$ cat src/design/rbbz_queue.sv
`timescale 1ns / 1ps
`default_nettype none
// ----------------------------------------------------------------------------
// rbbz_queue
// small first-in first-out queue of finished window updates
// ----------------------------------------------------------------------------
module rbbz_queue #(
  parameter int W     = 8,
  parameter int DEPTH = 2
) (
  input  wire logic         clk,
  input  wire logic         rst_n,
  input  wire logic         push,
  output logic              full,
  input  wire logic [W-1:0] wdata,
  input  wire logic         pop,
  output logic              empty,
  output logic [W-1:0]      rdata
);
  localparam int AW = (DEPTH > 1) ? $clog2(DEPTH) : 1;

  logic [W-1:0]  mem_r [DEPTH];
  logic [AW-1:0] wr_ptr_r, rd_ptr_r;
  logic [AW:0]   cnt_r;
  logic          do_push, do_pop;

  assign full    = (cnt_r == (AW+1)'(DEPTH));
  assign empty   = (cnt_r == '0);
  assign do_push = push && !full;
  assign do_pop  = pop && !empty;
  assign rdata   = mem_r[rd_ptr_r];

  // pointers and fill level
  always_ff @(posedge clk) begin
    if (!rst_n) begin
      wr_ptr_r <= '0;
      rd_ptr_r <= '0;
      cnt_r    <= '0;
    end else begin
      if (do_push) begin
        wr_ptr_r <= (wr_ptr_r == AW'(DEPTH - 1)) ? '0 : wr_ptr_r + 1'b1;
      end
      if (do_pop) begin
        rd_ptr_r <= (rd_ptr_r == AW'(DEPTH - 1)) ? '0 : rd_ptr_r + 1'b1;
      end
      if (do_push && !do_pop) begin
        cnt_r <= cnt_r + 1'b1;
      end else if (do_pop && !do_push) begin
        cnt_r <= cnt_r - 1'b1;
      end
    end
  end

  // storage
  always_ff @(posedge clk) begin
    if (do_push) begin
      mem_r[wr_ptr_r] <= wdata;
    end
  end

endmodule
`default_nettype wire

$ cat config.mk
export PLATFORM = sky130hd
export DESIGN_NAME = rbbz_queue
export DESIGN_NICKNAME = d
export VERILOG_FILES = /design/src/design/rbbz_queue.sv
export SDC_FILE = /design/constraint.sdc
export NUM_CORES = 1
export LEC_CHECK = 0
export CORE_MARGIN = 2
export CORE_UTILIZATION = 52
export DETAILED_ROUTE_END_ITERATION = 10
export DONT_BUFFER_PORTS = 1
export PLACE_DENSITY = 0.79
export SYNTH_ARGS = -nofsm -noshare
export SYNTH_HDL_FRONTEND = slang
export SYNTH_SLANG_ARGS = --single-unit
$ cat constraint.sdc
create_clock -name clk -period 1.6 [get_ports clk]
set_clock_uncertainty 0.2 [all_clocks]
set_input_delay 0.32 -clock clk [delete_from_list [all_inputs] [get_ports clk]]
set_output_delay 0.32 -clock clk [all_outputs]
set_load 0.005 [all_outputs]
[Word-level counts from Yosys, hierarchy flattened]
Memory sizes are Yosys's and may differ from the RTL's. A register that Yosys moved wholly into a read port is not among the register bits.
Cells that the tools add are included.
Cells by class
  muxes and demuxes: 8
  reductions and logical operators: 10
  equal/unequal tests: 1
  add/subtract/negate cells: 4
Operators by type and width (count)
  1-bit 2-to-1 mux: 6
  1-bit logical AND: 4
  1-bit logical NOT: 4
  2-bit 2-to-1 mux: 2
  1-bit adder (second input constant): 2
  2-bit by 1-bit adder with 2-bit output (second input constant): 1
  2-bit == test (second input constant): 1
  2-bit logical NOT: 1
  2-bit nonzero test: 1
  2-bit by 1-bit subtractor with 2-bit output (second input constant): 1
Word-level totals
  output and inout bits: 10
  input port bits: 12
  memory bits (writable): 16
  memories: 1
  logic and storage cells: 27
  flip-flop bits (word level): 4
Memory list
  mem_r: words 2, width 8, rd ports 1, clocked after memory_dff 1, wr ports 1, line 22  | logic [W-1:0] mem_r [DEPTH];

[Logic depth before layout (Yosys ltp)]
  depth after elaboration: 7
  mapped depth: 7
  depth with buffers taken out: 7

[Least setup slack after synthesis]
No wires, ideal clock.
  path type: reg2reg
  from: register cnt_r[0]
  to: register cnt_r[1]
  clock period less this slack: 1.654 ns
  cell stages (with the launch flop): 7
  buffers on the path: 0
  setup time: 0.070 ns
  setup slack: -0.054 ns
  arrival time: 1.384 ns
  required time: 1.330 ns
  cell sequence: dfxtp_1 > nand2b_1 > inv_2 > nor2_1 > ha_1 > or3_1 > a21boi_1
On the way
  cells in the longest elaborated chain, start to end: 6
  elaborated cells between the ends (all ways): 15
  those cells by class: add/sub: 2; eq/ne: 1; mux: 2; reduce/logical: 10
RTL lines
  start: declaration: line 24  | logic [AW:0] cnt_r;
  start signal: assignment: line 47  | cnt_r <= cnt_r + 1'b1;
  start signal: assignment: line 49  | cnt_r <= cnt_r - 1'b1;
  2-bit == test *: line 27  | assign full = (cnt_r == (AW+1)'(DEPTH));
  named net full: line 14  | output logic full,
  1-bit logical NOT *: line 29  | assign do_push = push && !full;
  1-bit logical AND *: line 29
  1-bit logical NOT: line 48  | end else if (do_pop && !do_push) begin
  1-bit logical AND: line 48
  2-bit nonzero test (no source line)
The timed path passes the listed nets; every way through them passes the cells marked *. The select of a mux whose other input is x is not followed.
A chain may end at the register's enable or synchronous reset.

==> results.json <==
{
  "cts_buffers": 3,
  "rsz0062_at_grt": "true",
  "grt_max_degree": 13,
  "clock-sinks": 21,
  "drv_slew": 0,
  "worst-setup-path-type": "reg -> out",
  "drive_gt1_share_pct": 39.7,
  "final_nets": 82,
  "slowest_stage": "dfxtp_4",
  "p_seq_share_pct": 49.8,
  "grt_pass1_vias": 464,
  "share_comb_of_total_power_pct": 34.6,
  "synthArstFlopShare_pct": 0,
  "busiest_layer": "met2",
  "setup_tns_ps": -21.9,
  "grt.met1_usage_pct": 18.4,
  "hold_path.class": "in -> reg",
  "period_share_pct": 100,
  "h-tree-depth": 1,
  "num_rows": 14,
  "io_pins": 22,
  "first_pass_iters": 4,
  "path_clk_slew_ps": 110,
  "initial_utilization_pct": 54.4,
  "worst_slew_pin_slew_ps": 391,
  "ys.flop_type": "edfxtp_1",
  "clock_path_buffers": 2,
  "antenna_left": 0,
  "required_ps": 1080,
  "grt_usage_pct": 16.5,
  "met3_usage_pct": 7.08,
  "drc": 0,
  "r2r.worst_path.cells": 6,
  "internal_power_mw": 1.13,
  "viasPerCell": 5.36,
  "status": "finished, violations left",
  "cp.depth": 1,
  "violations": "negative setup slack",
  "via_count": 450,
  "globalRouteOverflowTotal": 0,
  "finalHoldViolCount": 0,
  "synth-edff-count": 16,
  "syn-cell-area_um2": 810,
  "swShare_pct": 29.3,
  "yosysSeqAreaShare_pct": 71.7,
  "cp-start-kind": "register",
  "max_stage_delay_ps": 460,
  "core_area_um2": 1490,
  "fin_ws_ps": -7.28,
  "power.density_nw_per_um2": 1510,
  "power_mw": 1.60,
  "clkPwrFrac_pct": 15.6,
  "syn_avg_cell_area_um2": 16.2,
  "maxCapViolCount": 0,
  "yosysWarnings": 0,
  "synth.distinct_cells": 20,
  "wl_um": 1450,
  "leakagePower_nw": 0.401,
  "ys_ff_latch": 21,
  "diodes": 0,
  "dr.first_iter.drc_count": 6,
  "fmax_mhz": 622,
  "pre_cts_ws_ps": -26.6,
  "end_kind": "primary output",
  "portBuffers": 0,
  "whs_path_depth": 2,
  "antenna_found_initial": 0,
  "slew_headroom_pct": 74.0,
  "met2_usage_pct": 28.1,
  "die_w_um": 43.5,
  "setup_viol": 6,
  "die_h_um": 43.5,
  "crit_family": "flip-flops",
  "routedWlPerCell_um": 17.2,
  "syn-instance-count": 50,
  "crit_fanout": 8,
  "worst-path-buf-inv": 0,
  "dieArea_um2": 1890,
  "grt_pass1_wl_um": 2170,
  "switchingPower_uw": 469,
  "clk_latency_ps": 300,
  "gp_congestion": 0.662,
  "syn_nets": 63,
  "area_growth_pct": 30.6,
  "worst_ep_arrival_time_ps": 1090,
  "holdWs_ps": 66.7,
  "crit_chain": "mux2_4",
  "fin_crit_ps": 1610,
  "peakVddDrop_v": 0.00118,
  "root_buffer": "clkbuf_4",
  "cts_tree": "yes"
}
synth_stat cells, drive strengths merged (2+ instances only):
cell | instances | share of area [%]
mux2 | 8 | 11
o21ai | 2 | 1.2
nor2 | 2 | 0.93
xnor2 | 2 | 2.2
dfxtp | 5 | 12
inv | 2 | 0.93
edfxtp | 16 | 59
and2 | 3 | 2.3
a21boi | 2 | 1.9
layout by cell type (no fill, tap or decap), types with 2 or more instances in the layout:
| cell | synthesis | final |
|---|---|---|
| buf_4 | 0 | 6 |
| and2_1 | 3 | 3 |
| clkbuf_4 | 0 | 3 |
| dlygate4sd3_1 | 0 | 9 |
| xnor2_1 | 2 | 2 |
| dfxtp_2 | 0 | 2 |
| edfxtp_1 | 16 | 16 |
| dfxtp_1 | 5 | 2 |
| mux2_4 | 0 | 8 |
power groups by stage:
stage,Sequential (mW),Clock (mW),Combinational (mW)
after floorplan,0.753,0,0.319
after global placement,0.775,0,0.406
after detailed placement,0.778,0,0.420
after CTS,0.779,0.256,0.473
after global routing,0.807,0.281,0.608
final,0.796,0.250,0.552
layer usage:
metal	vias to the layer above	share of wire (%)
li1	217	-
met1	211	40
met2	19	53
met3	3	5.5
met4	0	0.83
met5	-	0
sequential cells by signal (all words and copies together) (netlist names), named ones only:
register	cells
wr_ptr_r	1
rd_ptr_r	1
cnt_r	2
mem_r	16
kinds of logic (layout without fill, tap and decap cells):
family | Yosys count | after routing | share of synthesized area (%)
AO/OA/AOI/OAI | 5 | 5 | 4.02
adder cells (fa/ha/maj) | 1 | 1 | 1.55
multiplexers | 8 | 8 | 11.1
buffers and inverters | 3 | 21 | 1.54
flip-flops | 21 | 21 | 71.7
AND/OR/NAND/NOR | 9 | 9 | 6.80
XOR/XNOR | 3 | 3 | 3.25
area by class of cell:
class                           instances  area (µm²)
Timing Repair Buffer                   15         135
Sequential cell                        21         587
Clock inverter                          1        5.00
Tap cell                               16        20.0
Inverter                                2        10.0
Clock buffer                            3        22.5
Fill cell                             108         432
Multi-Input combinational cell         26         278
path summary, 6_finish.rpt:
check	from	endpoint	slack (ps)
worst min register to register	rd_ptr_r	register	390
worst max-delay path	register	rdata[3]	-7
worst max register to register	cnt_r[0]	cnt_r[1]	0
worst min-delay path	push	wr_ptr_r	70
timing repair:
action | in CTS | in global routing
setup buffers | 1 | 0
hold buffers | 9 | 0
endpoints found under the setup margin | 9 | 10
endpoints found under the hold margin | 21 | 0
cloned | 0 | 0
pin swaps | 2 | 2
resized for setup | 5 | 12
metrics by stage:
step           instance area [µm²]  instances  utilization, %
3_3_place_gp                   871         70            58.5
2_1_floorplan                  818         50               -
6_report                      1060         84            71.0
4_1_cts                       1010         84            67.6
3_5_place_dp                   871         70            58.5
5_1_grt                       1060         84            71.0
No activity file was read; power rests on OpenSTA's default activity.
