--- src/design/rbbz_pkg.sv ---
`timescale 1ns / 1ps
`default_nettype none
// ----------------------------------------------------------------------------
// rbbz_pkg
// shared widths, register indexes and control types of the rolling band block
// ----------------------------------------------------------------------------
package rbbz_pkg;

  // fixed field widths
  localparam int PRICE_BITS = 24;
  localparam int SYM_IN_W   = 8;
  localparam int DAY_W      = 32;
  localparam int DAY_OUT_W  = 31;
  localparam int WL_W       = 7;
  localparam int MULT_W     = 12;
  localparam int Z_W        = 16;

  // configuration port
  localparam int CFG_IDX_W  = 1;
  localparam int CFG_DATA_W = 12;
  localparam logic [CFG_IDX_W-1:0] REG_WINDOW_LENGTH   = 1'b0;
  localparam logic [CFG_IDX_W-1:0] REG_BAND_MULTIPLIER = 1'b1;

  // reset values of the registers
  localparam logic [WL_W-1:0]   WL_RESET   = 7'd20;
  localparam logic [MULT_W-1:0] MULT_RESET = 12'd512;

  // depth of the queue between front and back
  localparam int Q_DEPTH = 2;

  // control from the register file to the front
  typedef struct packed {
    logic clear;   // drop every symbol window
    logic enable;  // multiplier non-zero
  } fr_ctl_t;

endpackage
`default_nettype wire

--- src/design/rbbz_div.sv ---
`timescale 1ns / 1ps
`default_nettype none
// ----------------------------------------------------------------------------
// rbbz_div
// restoring unsigned divider, one quotient bit per cycle
// ----------------------------------------------------------------------------
module rbbz_div #(
  parameter int DW = 33,
  parameter int VW = 24
) (
  input  wire logic          clk,
  input  wire logic          rst_n,
  input  wire logic          start,
  input  wire logic [DW-1:0] dividend,
  input  wire logic [VW-1:0] divisor,
  output logic               busy,
  output logic [DW-1:0]      quotient
);
  localparam int CW = $clog2(DW + 1);

  logic [DW-1:0] quo_r;
  logic [VW-1:0] rem_r, dvs_r;
  logic [CW-1:0] cnt_r;
  logic          busy_r;
  logic [VW:0]   rem_sh, rem_sub;
  logic          fits;

  // trial subtract of the shifted remainder
  assign rem_sh   = {rem_r, quo_r[DW-1]};
  assign rem_sub  = rem_sh - {1'b0, dvs_r};
  assign fits     = (rem_sh >= {1'b0, dvs_r});
  assign busy     = busy_r;
  assign quotient = quo_r;

  // control
  always_ff @(posedge clk) begin
    if (!rst_n) begin
      busy_r <= 1'b0;
      cnt_r  <= '0;
    end else if (start) begin
      busy_r <= 1'b1;
      cnt_r  <= CW'(DW);
    end else if (busy_r) begin
      cnt_r <= cnt_r - 1'b1;
      if (cnt_r == CW'(1)) begin
        busy_r <= 1'b0;
      end
    end
  end

  // datapath
  always_ff @(posedge clk) begin
    if (start) begin
      quo_r <= dividend;
      rem_r <= '0;
      dvs_r <= divisor;
    end else if (busy_r) begin
      rem_r <= fits ? rem_sub[VW-1:0] : rem_sh[VW-1:0];
      quo_r <= {quo_r[DW-2:0], fits};
    end
  end

endmodule
`default_nettype wire

--- src/design/rbbz_back.sv ---
`timescale 1ns / 1ps
`default_nettype none
// ----------------------------------------------------------------------------
// rbbz_back
// mean, deviation, bands and z-score from a finished window update
// ----------------------------------------------------------------------------
module rbbz_back #(
  parameter int LEN_W = 7,
  parameter int SUM_W = 30,
  parameter int SQ_W  = 54,
  parameter int QW    = 147
) (
  input  wire logic                              clk,
  input  wire logic                              rst_n,
  input  wire logic                              q_empty,
  output logic                                   q_pop,
  input  wire logic [QW-1:0]                     q_data,
  input  wire logic [LEN_W-1:0]                  len,
  input  wire logic [rbbz_pkg::MULT_W-1:0]       mult,
  output logic                                   out_empty,
  input  wire logic                              out_pop,
  output logic [rbbz_pkg::SYM_IN_W-1:0]          out_symbol_out,
  output logic [rbbz_pkg::PRICE_BITS-1:0]        out_close_out,
  output logic [rbbz_pkg::PRICE_BITS-1:0]        out_middle_band,
  output logic [rbbz_pkg::PRICE_BITS:0]          out_upper_band,
  output logic signed [rbbz_pkg::PRICE_BITS:0]   out_lower_band,
  output logic [rbbz_pkg::PRICE_BITS-1:0]        out_std_deviation,
  output logic signed [rbbz_pkg::Z_W-1:0]        out_z_score,
  output logic [rbbz_pkg::DAY_OUT_W-1:0]         out_day_out
);
  import rbbz_pkg::*;

  localparam int P      = PRICE_BITS;
  localparam int RAD_W0 = SQ_W + LEN_W;
  localparam int RAD_W  = RAD_W0 + (RAD_W0 % 2);
  localparam int ROOT_W = RAD_W / 2;
  localparam int SQC_W  = $clog2(ROOT_W + 1);
  localparam int DA     = SUM_W + 1;
  localparam int DB     = (ROOT_W > DA) ? ROOT_W : DA;
  localparam int DW     = ((P + 9) > DB) ? (P + 9) : DB;
  localparam int VW     = (LEN_W > P) ? LEN_W : P;
  localparam int PR_W   = MULT_W + P;
  localparam int OFF_W  = PR_W + 1 - 8;
  localparam int LW     = OFF_W + 2;

  localparam logic [3:0] B_IDLE = 4'd0;
  localparam logic [3:0] B_MUL  = 4'd1;
  localparam logic [3:0] B_RAD  = 4'd2;
  localparam logic [3:0] B_SQRT = 4'd3;
  localparam logic [3:0] B_MEAN = 4'd4;
  localparam logic [3:0] B_SD   = 4'd5;
  localparam logic [3:0] B_OFF  = 4'd6;
  localparam logic [3:0] B_BAND = 4'd7;
  localparam logic [3:0] B_Z    = 4'd8;
  localparam logic [3:0] B_OUT  = 4'd9;

  logic [3:0]           state_r, state_nxt;
  logic [SYM_IN_W-1:0]  sym_r;
  logic [P-1:0]         price_r, mean_r, sd_r;
  logic [DAY_OUT_W-1:0] day_r;
  logic [SUM_W-1:0]     sum_r;
  logic [SQ_W-1:0]      sq_r;
  logic [2*SUM_W-1:0]   ssq_r;
  logic [RAD_W-1:0]     lsq_r, rad_r;
  logic [ROOT_W+1:0]    rem_r;
  logic [ROOT_W-1:0]    root_r;
  logic [SQC_W-1:0]     sqc_r;
  logic [PR_W-1:0]      prod_r;
  logic [P:0]           upper_r;
  logic signed [P:0]    lower_r;
  logic                 neg_r;
  logic [Z_W-1:0]       z_r;

  logic                 div_start, div_busy;
  logic [DW-1:0]        div_a, div_q;
  logic [VW-1:0]        div_b;
  logic [ROOT_W+3:0]    rem_sh, trial, sq_rem;
  logic                 sq_fits;
  logic [PR_W:0]        prnd;
  logic [OFF_W-1:0]     off;
  logic [OFF_W:0]       up_sum;
  logic signed [LW-1:0] lw, lo_min;
  logic signed [P+1:0]  diff, diff_neg;
  logic [P:0]           mag;
  logic [P-1:0]         den;
  logic [16:0]          qc, qn;

  assign q_pop     = (state_r == B_IDLE) && !q_empty;
  assign out_empty = (state_r != B_OUT);

  // square root step, two radicand bits a cycle
  assign rem_sh  = {rem_r, rad_r[RAD_W-1 -: 2]};
  assign trial   = {2'b00, root_r, 2'b01};
  assign sq_fits = (rem_sh >= trial);
  assign sq_rem  = rem_sh - trial;

  // band offset with round half up
  assign prnd   = {1'b0, prod_r} + (PR_W+1)'(128);
  assign off    = prnd[PR_W:8];
  assign up_sum = (OFF_W+1)'(mean_r) + {1'b0, off};
  assign lw     = $signed(LW'(mean_r)) - $signed(LW'(off));
  assign lo_min = {{(LW-P){1'b1}}, {P{1'b0}}};

  // signed distance of the close from the mean
  assign diff     = $signed({2'b00, price_r}) - $signed({2'b00, mean_r});
  assign diff_neg = -diff;
  assign mag      = diff[P+1] ? diff_neg[P:0] : diff[P:0];
  assign den      = (sd_r == '0) ? P'(1) : sd_r;

  // z-score saturation
  assign qc = (div_q > DW'(32768)) ? 17'd32768 : div_q[16:0];
  assign qn = -qc;

  // shared divider operands
  always_comb begin
    div_start = 1'b0;
    div_a     = DW'(sum_r) + DW'(len >> 1);
    div_b     = VW'(len);
    unique case (state_r)
      B_RAD:  div_start = 1'b1;
      B_MEAN: begin
        div_start = !div_busy;
        div_a     = DW'(root_r);
      end
      B_BAND: begin
        div_start = 1'b1;
        div_a     = DW'({mag, 8'h00});
        div_b     = VW'(den);
      end
      default: div_start = 1'b0;
    endcase
  end

  rbbz_div #(.DW(DW), .VW(VW)) u_div (
    .clk      (clk),
    .rst_n    (rst_n),
    .start    (div_start),
    .dividend (div_a),
    .divisor  (div_b),
    .busy     (div_busy),
    .quotient (div_q)
  );

  // sequencer
  always_comb begin
    state_nxt = state_r;
    unique case (state_r)
      B_IDLE: if (!q_empty) state_nxt = B_MUL;
      B_MUL:  state_nxt = B_RAD;
      B_RAD:  state_nxt = B_SQRT;
      B_SQRT: if (sqc_r == SQC_W'(ROOT_W - 1)) state_nxt = B_MEAN;
      B_MEAN: if (!div_busy) state_nxt = B_SD;
      B_SD:   if (!div_busy) state_nxt = B_OFF;
      B_OFF:  state_nxt = B_BAND;
      B_BAND: state_nxt = B_Z;
      B_Z:    if (!div_busy) state_nxt = B_OUT;
      B_OUT:  if (out_pop) state_nxt = B_IDLE;
      default: state_nxt = B_IDLE;
    endcase
  end

  always_ff @(posedge clk) begin
    if (!rst_n) begin
      state_r <= B_IDLE;
    end else begin
      state_r <= state_nxt;
    end
  end

  // datapath
  always_ff @(posedge clk) begin
    unique case (state_r)
      B_IDLE: begin
        {sym_r, price_r, day_r, sum_r, sq_r} <= q_data;
      end
      B_MUL: begin
        ssq_r <= sum_r * sum_r;
        lsq_r <= len * sq_r;
      end
      B_RAD: begin
        rad_r  <= (lsq_r > RAD_W'(ssq_r)) ? lsq_r - RAD_W'(ssq_r) : '0;
        rem_r  <= '0;
        root_r <= '0;
        sqc_r  <= '0;
      end
      B_SQRT: begin
        rad_r  <= rad_r << 2;
        sqc_r  <= sqc_r + 1'b1;
        rem_r  <= sq_fits ? sq_rem[ROOT_W+1:0] : rem_sh[ROOT_W+1:0];
        root_r <= {root_r[ROOT_W-2:0], sq_fits};
      end
      B_MEAN: begin
        if (!div_busy) mean_r <= div_q[P-1:0];
      end
      B_SD: begin
        if (!div_busy) sd_r <= (div_q > DW'({P{1'b1}})) ? {P{1'b1}} : div_q[P-1:0];
      end
      B_OFF: begin
        prod_r <= mult * sd_r;
      end
      B_BAND: begin
        upper_r <= (up_sum[OFF_W:P+1] != '0) ? {(P+1){1'b1}} : up_sum[P:0];
        lower_r <= (lw < lo_min) ? lo_min[P:0] : lw[P:0];
        neg_r   <= diff[P+1];
      end
      B_Z: begin
        if (neg_r) begin
          z_r <= qn[Z_W-1:0];
        end else begin
          z_r <= qc[16] ? 16'h7FFF : qc[Z_W-1:0];
        end
      end
      B_OUT: begin
      end
      default: begin
      end
    endcase
  end

  // result ports
  assign out_symbol_out    = sym_r;
  assign out_close_out     = price_r;
  assign out_middle_band   = mean_r;
  assign out_upper_band    = upper_r;
  assign out_lower_band    = lower_r;
  assign out_std_deviation = sd_r;
  assign out_z_score       = z_r;
  assign out_day_out       = day_r;

endmodule
`default_nettype wire

--- config.mk ---
export PLATFORM = sky130hd
export DESIGN_NAME = rbbz_back
export DESIGN_NICKNAME = d
export VERILOG_FILES = /design/src/design/rbbz_pkg.sv /design/src/design/rbbz_div.sv /design/src/design/rbbz_back.sv
export SDC_FILE = /design/constraint.sdc
export NUM_CORES = 2
export LEC_CHECK = 0
export BUFFER_PORTS_ARGS = -buffer_cell sky130_fd_sc_hd__buf_2
export CAP_MARGIN = 20
export CORE_MARGIN = 1.5
export CORE_UTILIZATION = 65
export CTS_CLUSTER_DIAMETER = 60
export DETAILED_ROUTE_END_ITERATION = 10
export GPL_ROUTABILITY_DRIVEN = 0
export GPL_TIMING_DRIVEN = 0
export PLACE_DENSITY = 0.83
export SETUP_SLACK_MARGIN = 0.3
export SLEW_MARGIN = 20
export SYNTH_ARGS = -nofsm -noshare
export SYNTH_HDL_FRONTEND = slang
export SYNTH_SLANG_ARGS = --single-unit
--- constraint.sdc ---
create_clock -name clk -period 19.6 [get_ports clk]
set_input_delay 2.94 -clock clk [delete_from_list [all_inputs] [get_ports clk]]
set_output_delay 2.94 -clock clk [all_outputs]
set_load 0.01 [all_outputs]
After elaboration in Yosys (flattened, before gate mapping) --
Index checks and enable logic that the tools add are counted.
Storage, ports and cells: bits in registers 642, input bits 170, output and inout port bits 179, logic and storage cells 111
Cells by class: add/subtract/negate cells 12, multipliers 3, $lt $le $gt $ge 6, equal/unequal tests 18, mux-type cells 29, bitwise gates (word level) 3, reduce and logical (&&, ||, !) cells 14
Operators by type and width (number):
- $pmux 33 s2 | 2
- $pmux 62 s2 | 1
- $mux 33 | 3
- $mux 62 | 1
- $pmux 31 s2 | 1
- $sub 61x60->62 | 1
- $gt 61x60->1 | 1
- $mul 7x54->61 | 1
- $mul 30x30->60 | 1
- $pmux 4 s10 | 1
- $add 36x8->37 const B | 1
- $mul 12x24->36 | 1
- $ge 35x33->1 | 1
- $gt 33x16->1 const B | 1
- $gt 33x24->1 const B | 1
- $sub 33x33->33 | 1
- $mux 16 | 2
- $add 30x6->31 | 1
- $add 24x29->30 | 1
- $lt 30x25->1 const B | 1
- $sub 24x29->30 | 1
- $ge 25x24->1 | 1
- $mux 25 | 1
- $neg 25->25 | 1
- 31 further kinds | 57

Logic depth before layout (Yosys ltp) --
depth after elaboration 5, depth in mapped cells 31, depth with buffers taken out 30

Cells and area by module --
Synthesis repeated with hierarchy kept, for this count alone.
Unflattened totals: cell total of the unflattened synthesis 8304, area, all modules 80185.7 µm²
By module, submodules not included:
- rbbz_back | times used 1, cells each 7836, area each 75242.2 µm², sequential area each 16355.7 µm²
- rbbz_div | times used 1, cells each 468, area each 4943.5 µm², sequential area each 2332.2 µm²

Worst setup path before layout --
Ideal clock, no wire load.
path type reg-to-output, from register state_r[2], to output port q_pop, arrival time 15430 ps, data required time 16660 ps, path slack 1230 ps, stages on the path, launching flop included 4, path buffers 1, cell sequence dfxtp_1 clkbuf_1 nor4_1 nor2b_1
Between the ends: longest elaborated chain between the ends 2
RTL lines:
- start: declaration | line rbbz_back.sv:57 | logic [3:0] state_r, state_nxt;
- start signal: assignment | line rbbz_back.sv:166 | state_r <= state_nxt;
- $logic_not 4->1 | line rbbz_back.sv:88 | assign q_pop = (state_r == B_IDLE) && !q_empty;
- $logic_and 1x1->1 | line rbbz_back.sv:88
- end: declaration | line rbbz_back.sv:16 | output logic q_pop,
No other way between the ends.

Worst setup path in the final report --
from register sum_r[18], to register ssq_r[59], data pin
Between the ends: longest elaborated chain between the ends 1
RTL lines:
- start: declaration | line rbbz_back.sv:61 | logic [SUM_W-1:0] sum_r;
- start signal: assignment | line rbbz_back.sv:174 | {sym_r, price_r, day_r, sum_r, sq_r} <= q_data;
- $mul 30x30->60 | line rbbz_back.sv:177 | ssq_r <= sum_r * sum_r;
- end signal: assignment | line rbbz_back.sv:177
- end: declaration | line rbbz_back.sv:63 | logic [2*SUM_W-1:0] ssq_r;
No other way between the ends. A chain may end at the register's enable or synchronous reset.

==> impl_metrics.env <==
export IMPL_die_y_um=352
export IMPL_placed_cell_area_sq_mm=0.0835
export IMPL_max_cap_viol_count=0
export IMPL_crit_required_ps=20050
export IMPL_drv_slew=0
export IMPL_min_period_ps=10840
export IMPL_antenna_found_initial=13
export IMPL_start_util=0.654
export IMPL_crit_path_end_kind="flop"
export IMPL_outcome="finished, violations left"
export IMPL_path_class="flop to flop"
export IMPL_synth_cell_area_sq_mm=0.0793
export IMPL_cts_hold_buf=0
export IMPL_io_pins=349
export IMPL_clock_tree_buffer_depth=3
export IMPL_num_vias=63000
export IMPL_async_flop_share=0
export IMPL_timing_rr_end="ssq_r[59]$_DFFE_PP_"
export IMPL_io_buffers=347
export IMPL_numCtsBuffers=82
export IMPL_mostFrequentLayoutCell="inv_1"
export IMPL_synthFlopType="edfxtp_1"
export IMPL_violations="design-rule violations"
export IMPL_ys_ff_latch=634
export IMPL_cts_tree="built"
export IMPL_clock_sinks=634
export IMPL_dr_pass1_iters=11
export IMPL_finalSetupViolCount=0
export IMPL_hold_viol_final=0
export IMPL_drtIter0Drc=6221
export IMPL_h_tree_depth=3
export IMPL_finalNetCount=10700
export IMPL_coreArea_sq_mm=0.121
export IMPL_ys_types=97
export IMPL_ant_nets=0
export IMPL_dieArea_sq_mm=0.124
export IMPL_netlist_top_cell_by_area="fa_1"
export IMPL_drc=2
export IMPL_syn_num_nets=10200
export IMPL_viasPerCell=6.06
export IMPL_crit_fanout=10
export IMPL_syn2layout_area_growth_pct=8.80
export IMPL_grt_overflow_total=0
export IMPL_arrival_ps=11290
export IMPL_hold_end="u_div.rem_r[23]$_SDFFE_PP0P_"
export IMPL_finalCritPeriodShare=0.553
export IMPL_syn_area_per_cell_sq_um=9.66
export IMPL_grt_max_degree=55
export IMPL_post_cts_buffers=0
export IMPL_synth_top_cell_area_share=0.297
export IMPL_row_count=128
export IMPL_tns_ps=0
export IMPL_final_cell_mix="inv_1, fa_1, nand2_1"
export IMPL_skew_ps=47.6
export IMPL_synth_seq_area_share=0.236
export IMPL_dp_hpwl_um=182000
export IMPL_hold_depth=2
export IMPL_grt_pass1_wl_um=357000
export IMPL_synth_edf_count=599
export IMPL_timing_reg2reg_setup_slack_ps=8760
export IMPL_syn_inst=8215
export IMPL_clk_pin_slew_ps=60
export IMPL_detail_route_wl_per_cell_um=21.9
export IMPL_worstSetupStartpointType="flop"
export IMPL_insertion_delay_ps=730
export IMPL_drt_total_wl_um=228000
export IMPL_worst_pin_slew_ps=1230
export IMPL_min_path_type="flop to flop"
export IMPL_max_freq_ghz=0.0922
export IMPL_slowest_stage="clkbuf_1"
export IMPL_final_area_sq_mm=0.0863
export IMPL_fin_util=0.711
export IMPL_rsz0062_at_grt="false"
export IMPL_yosys_warnings=0
export IMPL_cp_slowest_stage_delay_ps=870
export IMPL_ys_top_cells_by_area="fa_1, edfxtp_1, ha_1"
export IMPL_relSlewSlack=0.169
export IMPL_cts_resized=0
export IMPL_hold_start="u_div.rem_r[23]$_SDFFE_PP0P_"
export IMPL_r2r_start="sum_r[18]$_DFFE_PP_"
export IMPL_grt_pass1_vias=65800
export IMPL_crit_top_cell="fa_1"
export IMPL_drive_gt1_frac=0.0725
export IMPL_dieWidth_um=352
export IMPL_grt_total_usage=0.372
export IMPL_r2r_cells=29
export IMPL_cts_root_buf="clkbuf_16"
## cell usage after synthesis (37+ instances only)
cell type  number
clkbuf_1      294
or2_2          37
a22o_1         77
o21a_1         39
xor2_1        141
nor2_1        336
nand3_1        96
nand2_1      1054
nor2b_1        44
and2_1        371
xnor2_1       262
nand2b_1       56
inv_1        1576
nor3_1         67
o21ai_0       215
a21oi_1       372
o21bai_1       60
fa_1         1179
and3_1         46
a21o_1        159
nand4_1        59
ha_1          612
edfxtp_1      599
## routing by layer
metal / track usage / wire length [um] / vias up
met3: 0.107 / 26100 / 1141
met5: 0 / 58 / -
met2: 0.597 / 105000 / 3888
li1: - / - / 27400
met4: 0.265 / 20500 / 8
met1: 0.431 / 76300 / 30600
## worst max path at each step
| stage | start | to | slack, ps | cells past startpoint |
|---|---|---|---|---|
| 2_1_floorplan | state_r[2]$_SDFFE_PN0P_ | q_pop | 1230 | 3 |
| 3_3_place_gp | state_r[2]$_SDFFE_PN0P_ | q_pop | -6350 | 4 |
| 3_5_place_dp | len[4] | lsq_r[58]$_DFFE_PP_ | 8870 | 21 |
| 4_1_cts | sum_r[18]$_DFFE_PP_ | ssq_r[57]$_DFFE_PP_ | 9510 | 29 |
| 5_1_grt | sum_r[18]$_DFFE_PP_ | ssq_r[59]$_DFFE_PP_ | 8570 | 29 |
| 6_report | sum_r[18]$_DFFE_PP_ | ssq_r[59]$_DFFE_PP_ | 8760 | 29 |
## final cells by class
| type | instances | area (sq um) |
|---|---|---|
| multi-input cells | 5683 | 53500 |
| fillers | 8654 | 35100 |
| flip-flops and latches | 634 | 18700 |
| inverters | 1583 | 5940 |
| repair buffers | 395 | 2130 |
| clock buffers | 95 | 2100 |
| well taps | 1625 | 2030 |
| plain buffers | 315 | 1230 |
| clock inverters | 59 | 662 |
| diodes | 12 | 30.0 |
## state kept, by name, indices dropped and copies added (netlist names), 25 cells and up
register	cells
rad_r	62
out_upper_band	25
ssq_r	59
sq_r	54
lsq_r	61
root_r	31
prod_r	29
out_day_out	31
rem_r	33
sum_r	30
u_div.quotient	33
out_lower_band	25
## logic make-up (layout without fill, tap and decap cells)
family                   after synthesis  count (layout)  share of synthesized area
AND/OR/NAND/NOR                     2251            2251                      0.132
buffers and inverters               1898            2447                     0.0903
adder cells (fa/ha/maj)             1791            1791                      0.394
AO/OA/AOI/OAI                       1232            1232                      0.103
flip-flops                           634             634                      0.236
XOR/XNOR                             403             403                     0.0445
multiplexers                           6               6                   0.000773
other                                  0              12                          0
## worst max-delay path: cells and delay by family, from the launching register on
kind / cells / cell delay [ps]
compound gates: 8 / 2100
flops: 1 / 750
fa+ha+maj: 9 / 4730
simple gates: 3 / 460
buf+inv: 8 / 2370
xor+xnor: 1 / 140
## per-stage QoR
step | cells | worst slack, ps | hold WS, ps
finish | 10400 | 8760 | 460
global route | 10400 | 8570 | 488
CTS | 10400 | 9510 | 467
detailed placement | 10200 | 8870 | 453
global placement | 10200 | -6350 | 445
floorplan | 8215 | 1230 | 426
Power is not shown: default switching activity piles up to over one toggle a cycle in this logic, so the estimate is an artifact.
